<file path="src/sv/bbwa_pkg.sv">
// ----------------------------------------------------------------------------
// bbwa_pkg
// Shared constants, types and helpers of the box blur window average block.
// ----------------------------------------------------------------------------
package bbwa_pkg;

  localparam int WINDOW      = 15;
  localparam int RAD_BEFORE  = WINDOW / 2;
  localparam int RAD_AFTER   = WINDOW - 1 - RAD_BEFORE;
  localparam int MAX_WIDTH   = 2048;
  localparam int STORE_DEPTH = (WINDOW - 1) * MAX_WIDTH + WINDOW;

  localparam int ADDR_W  = $clog2(STORE_DEPTH);
  localparam int COL_W   = $clog2(MAX_WIDTH);
  localparam int CFG_W   = 12;
  localparam int OY_W    = 12;
  localparam int ROW_W   = 13;
  localparam int TAKEN_W = 24;
  localparam int PIX_W   = 24;
  localparam int CH_W    = 8;
  localparam int CNT_W   = $clog2(WINDOW * WINDOW + 1);
  localparam int SUM_W   = $clog2(WINDOW * WINDOW * 255 + 1);
  localparam int DCNT_W  = $clog2(SUM_W + 1);

  localparam int NUM_REGS   = 2;
  localparam int PADDR_W    = 3;
  localparam int REG_WIDTH  = 0;
  localparam int REG_HEIGHT = 1;

  typedef struct packed {
    logic accept;
    logic acc_step;
    logic div_init;
    logic div_step;
    logic load;
  } cmd_t;

  typedef struct packed {
    logic emit;
    logic last;
    logic div_done;
    logic out_busy;
  } status_t;

  function automatic logic [ADDR_W-1:0] add_mod(input logic [ADDR_W-1:0] a,
                                                input logic [ADDR_W-1:0] b);
    logic [ADDR_W:0] s;
    s = {1'b0, a} + {1'b0, b};
    if (s >= (ADDR_W+1)'(STORE_DEPTH)) begin
      s = s - (ADDR_W+1)'(STORE_DEPTH);
    end
    return s[ADDR_W-1:0];
  endfunction

  function automatic logic [ADDR_W-1:0] sub_mod(input logic [ADDR_W-1:0] a,
                                                input logic [ADDR_W-1:0] b);
    logic [ADDR_W:0] s;
    if (a >= b) begin
      s = {1'b0, a} - {1'b0, b};
    end else begin
      s = {1'b0, a} + (ADDR_W+1)'(STORE_DEPTH) - {1'b0, b};
    end
    return s[ADDR_W-1:0];
  endfunction

endpackage

</file>
<file path="src/sv/bbwa_ctrl.sv">
// ----------------------------------------------------------------------------
// bbwa_ctrl
// Sequencer: takes one beat, walks the window through the store, divides,
// then hands the result to the output register.
// ----------------------------------------------------------------------------
module bbwa_ctrl (
  input  logic             clk_i,
  input  logic             rst_ni,
  input  logic             in_valid_i,
  output logic             in_stall_o,
  input  bbwa_pkg::status_t status_i,
  output bbwa_pkg::cmd_t    cmd_o
);
  import bbwa_pkg::*;

  localparam logic [2:0] S_IDLE  = 3'd0;
  localparam logic [2:0] S_RD    = 3'd1;
  localparam logic [2:0] S_ACC   = 3'd2;
  localparam logic [2:0] S_DINIT = 3'd3;
  localparam logic [2:0] S_DIV   = 3'd4;
  localparam logic [2:0] S_OUT   = 3'd5;

  logic [2:0] state_q, state_d;

  always_comb begin
    state_d    = state_q;
    cmd_o      = '0;
    in_stall_o = 1'b1;
    unique case (state_q)
      S_IDLE: begin
        in_stall_o   = 1'b0;
        cmd_o.accept = in_valid_i;
        if (in_valid_i && status_i.emit) begin
          state_d = S_RD;
        end
      end
      S_RD: begin
        state_d = S_ACC;
      end
      S_ACC: begin
        cmd_o.acc_step = 1'b1;
        state_d        = status_i.last ? S_DINIT : S_RD;
      end
      S_DINIT: begin
        cmd_o.div_init = 1'b1;
        state_d        = S_DIV;
      end
      S_DIV: begin
        if (status_i.div_done) begin
          state_d = S_OUT;
        end else begin
          cmd_o.div_step = 1'b1;
        end
      end
      S_OUT: begin
        if (!status_i.out_busy) begin
          cmd_o.load = 1'b1;
          state_d    = S_IDLE;
        end
      end
      default: begin
        state_d = S_IDLE;
      end
    endcase
  end

  always_ff @(posedge clk_i or negedge rst_ni) begin
    if (!rst_ni) begin
      state_q <= S_IDLE;
    end else begin
      state_q <= state_d;
    end
  end

endmodule

</file>
<file path="config.mk">
export PLATFORM = sky130hd
export DESIGN_NAME = bbwa_ctrl
export DESIGN_NICKNAME = d
export VERILOG_FILES = /design/src/sv/bbwa_pkg.sv /design/src/sv/bbwa_ctrl.sv
export SDC_FILE = /design/constraint.sdc
export NUM_CORES = 1
export LEC_CHECK = 0
export BUFFER_PORTS_ARGS = -buffer_cell sky130_fd_sc_hd__buf_4
export CAP_MARGIN = 20
export CORE_AREA = 5 5 42 44
export DETAILED_ROUTE_END_ITERATION = 6
export DIE_AREA = 0 0 47 49
export GPL_TIMING_DRIVEN = 0
export SLEW_MARGIN = 20
export SYNTH_ARGS = -nofsm -noshare
export SYNTH_HDL_FRONTEND = slang
export SYNTH_SLANG_ARGS = --single-unit
</file>
<file path="constraint.sdc">
create_clock -name clk_i -period 1.8 [get_ports clk_i]
set_input_delay 0.54 -clock clk_i [delete_from_list [all_inputs] [get_ports clk_i]]
set_output_delay 0.54 -clock clk_i [all_outputs]
set_load 0.05 [all_outputs]
</file>
==> results.sh <==
export IMPL_status="finished with violations"
export IMPL_violations="setup timing"
export IMPL_sw_frac_of_total_pct=45.8
export IMPL_dieArea_mm2=0.00230
export IMPL_clock_path_buffers=2
export IMPL_via_count=214
export IMPL_cts_tree="yes"
export IMPL_vdd_drop_max_mv=0.606
export IMPL_final_max_slew_viol_count=0
export IMPL_reg_largest_list="state_q (3)"
export IMPL_min_path_type="input port to async pin"
export IMPL_worst_ep_arrival_time_ns=1.31
export IMPL_syn_cell_area_um2=199
export IMPL_final_nets=46
export IMPL_drv_cap=0
export IMPL_synth_seq_cells=3
export IMPL_ant_nets=0
export IMPL_path_max_fanout=9
export IMPL_rows=14
export IMPL_cp_data_required_time_ns=1.26
export IMPL_switchingPower_mw=0.305
export IMPL_routed_wl_um=579
export IMPL_setup_tns_ns=-0.0662
export IMPL_port_buffers=12
export IMPL_syn_num_nets=27
export IMPL_drive_gt1_share_pct=63.2
export IMPL_antenna_cells=0
export IMPL_leakagePower_nw=0.175
export IMPL_fmax_mhz=539
export IMPL_cts_buffers_inserted=3
export IMPL_clockPowerShare_pct=17.7
export IMPL_antenna_found_initial=0
export IMPL_ys_warnings_count=0
export IMPL_largest_reg_flops=3
export IMPL_grt_total_usage_pct=5.93
export IMPL_hold_viol_final=0
export IMPL_pin_count=13
export IMPL_yosysSeqAreaShare_pct=37.7
export IMPL_gp_congestion=0.629
export IMPL_syn2layout_area_growth_pct=89.3
export IMPL_p_int_mw=0.361
export IMPL_coreArea_mm2=0.00140
export IMPL_grt_max_degree=10
export IMPL_grt_pass1_wl_um=910
export IMPL_fin_ws_ns=-0.0538
export IMPL_fin_crit_sh_pct=103
export IMPL_htree_num_levels=1
export IMPL_p_per_area_mw_per_mm2=1770
export IMPL_first_global_vias=234
export IMPL_cp_start_kind="register"
export IMPL_end_kind="output port"
export IMPL_initial_core_util_pct=14.2
export IMPL_nFillCells=171
export IMPL_finalCriticalPeriod_ns=1.85
export IMPL_finalSetupViolCount=3
export IMPL_tightest_slew_ns=0.225
export IMPL_rsz0062_at_grt="true"
export IMPL_post_drt_wl_per_cell_um=10.7
export IMPL_fp_dieW_um=47
export IMPL_regMostFlops="state_q"
export IMPL_comb_power_share_pct=63.8
export IMPL_seqPwrFrac_pct=18.5
export IMPL_grt_overflow_total=0
export IMPL_cts_sinks=3
export IMPL_synth_avg_cell_area_um2=9.95
export IMPL_max_slew_margin_pct=85.0
export IMPL_pre_cts_ws_ns=0.0999
export IMPL_cts_root_buf="clkbuf_4"
export IMPL_crit_type="register to output port"
export IMPL_power_total_mw=0.666
export IMPL_synth_cell_types=16
export IMPL_routed_via_density=3.96
export IMPL_fp_dieH_um=49
export IMPL_clkTransAtPathRegs_ns=0.04
export IMPL_synth_cells=20
export IMPL_final_core_util_pct=26.9
export IMPL_clk_latency_ns=0.23
export IMPL_finalClockSkew_ns=0.000405
export IMPL_drt_iter0_drc=0
export IMPL_timing_rr_start="state_q[1]"
export IMPL_drt_first_pass_iters=1
export IMPL_crit_start="state_q[0]"
export IMPL_post_route_drc_count=0
-- cells in the final DEF (no fill, tap or decap) --
| cell | instances |
|---|---|
| o21bai_1 | 1 |
| inv_1 | 1 |
| nor2b_2 | 1 |
| nor3b_2 | 1 |
| a21oi_1 | 2 |
| dfrtp_2 | 2 |
| buf_6 | 4 |
| nor3_1 | 1 |
| nor2_4 | 1 |
| nand3b_1 | 1 |
| nand2b_1 | 1 |
| clkbuf_1 | 1 |
| clkbuf_4 | 3 |
| or3_4 | 1 |
| or2b_1 | 1 |
| and3b_1 | 1 |
| nor2b_1 | 1 |
| o32ai_1 | 1 |
| dfrtp_1 | 1 |
| buf_4 | 11 |
| mux2i_1 | 1 |
-- worst paths after layout --
kind	to	slack, ns	depth (start not counted)
max	cmd_o[4]	-0.05	4
min in group clk_i	state_q[1]	0.50	1
max in group asynchronous	state_q[1]	1.61	1
min	state_q[2]	0.09	1
min reg2reg	state_q[1]	0.50	1
max reg2reg	state_q[2]	0.64	4
-- worst max-delay path: stages, from the launching register on --
cell and delay (ns):
dfrtp_1 0.36, buf_6 0.13, or3_4 0.34, nor2_4 0.09, buf_6 0.16
-- Yosys cell counts, drive strengths merged --
cell type	number	area, um2
nor2b	2	12.5
nand2b	1	6.26
o32ai	1	8.76
mux2i	1	10.0
inv	1	3.75
nor3	1	5.00
or2b	1	7.51
o21bai	1	7.51
dfrtp	3	75.1
nor3b	1	7.51
a21oi	2	10.0
nand3b	1	7.51
and3b	1	8.76
nor2	1	6.26
buf	1	11.3
or3	1	11.3
-- kinds of logic (layout without fill, tap and decap cells) --
| group | after synthesis | in the layout | share of synthesized area (%) |
|---|---|---|---|
| compound gates | 4 | 4 | 13.2 |
| mux | 1 | 1 | 5.03 |
| flops | 3 | 3 | 37.7 |
| simple gates | 10 | 10 | 36.5 |
| buf+inv | 2 | 20 | 7.54 |
-- routing by layer --
metal	GRT usage (%)	share of wire, %	vias up
met1	6.42	42	95
met5	0	0	-
met3	2.58	9.3	2
li1	-	-	107
met2	7.47	47	10
met4	6.91	1.4	0
-- power groups by stage --
| stage | registers (mW) | logic (mW) | clock network [mW] |
|---|---|---|---|
| detailed placement | 0.121 | 0.389 | 0 |
| finish | 0.123 | 0.425 | 0.118 |
| floorplan | 0.115 | 0.296 | 0 |
| global route | 0.128 | 0.457 | 0.125 |
| CTS | 0.120 | 0.397 | 0.123 |
| global placement | 0.120 | 0.382 | 0 |
-- stage by stage --
stage	cell area (um2)	instances	hold WS, ns
5_1_grt	377	54	0.0862
3_5_place_dp	319	48	0.331
6_report	377	54	0.0888
3_3_place_gp	319	48	0.329
4_1_cts	349	52	0.0825
2_1_floorplan	209	20	0.244
-- cell type report --
type                       instances  area, um2  share of cell area [%]
multi-input combinational         15        121                    32.2
timing repair buffer              14        116                    30.9
sequential                         3       77.6                    20.6
clock buffer                       4       26.3                    6.98
tap                               16       20.0                    5.32
buffer                             1       11.3                    2.99
inverter                           1       3.75                   0.997
-- timing repair --
item | in CTS | in global routing
pin swaps | 1 | 1
setup endpoints to repair | 3 | 4
gates resized for setup | 1 | 5
hold buffers | 0 | 0
setup buffers | 0 | 2
No activity file was read; power rests on OpenSTA's default activity.
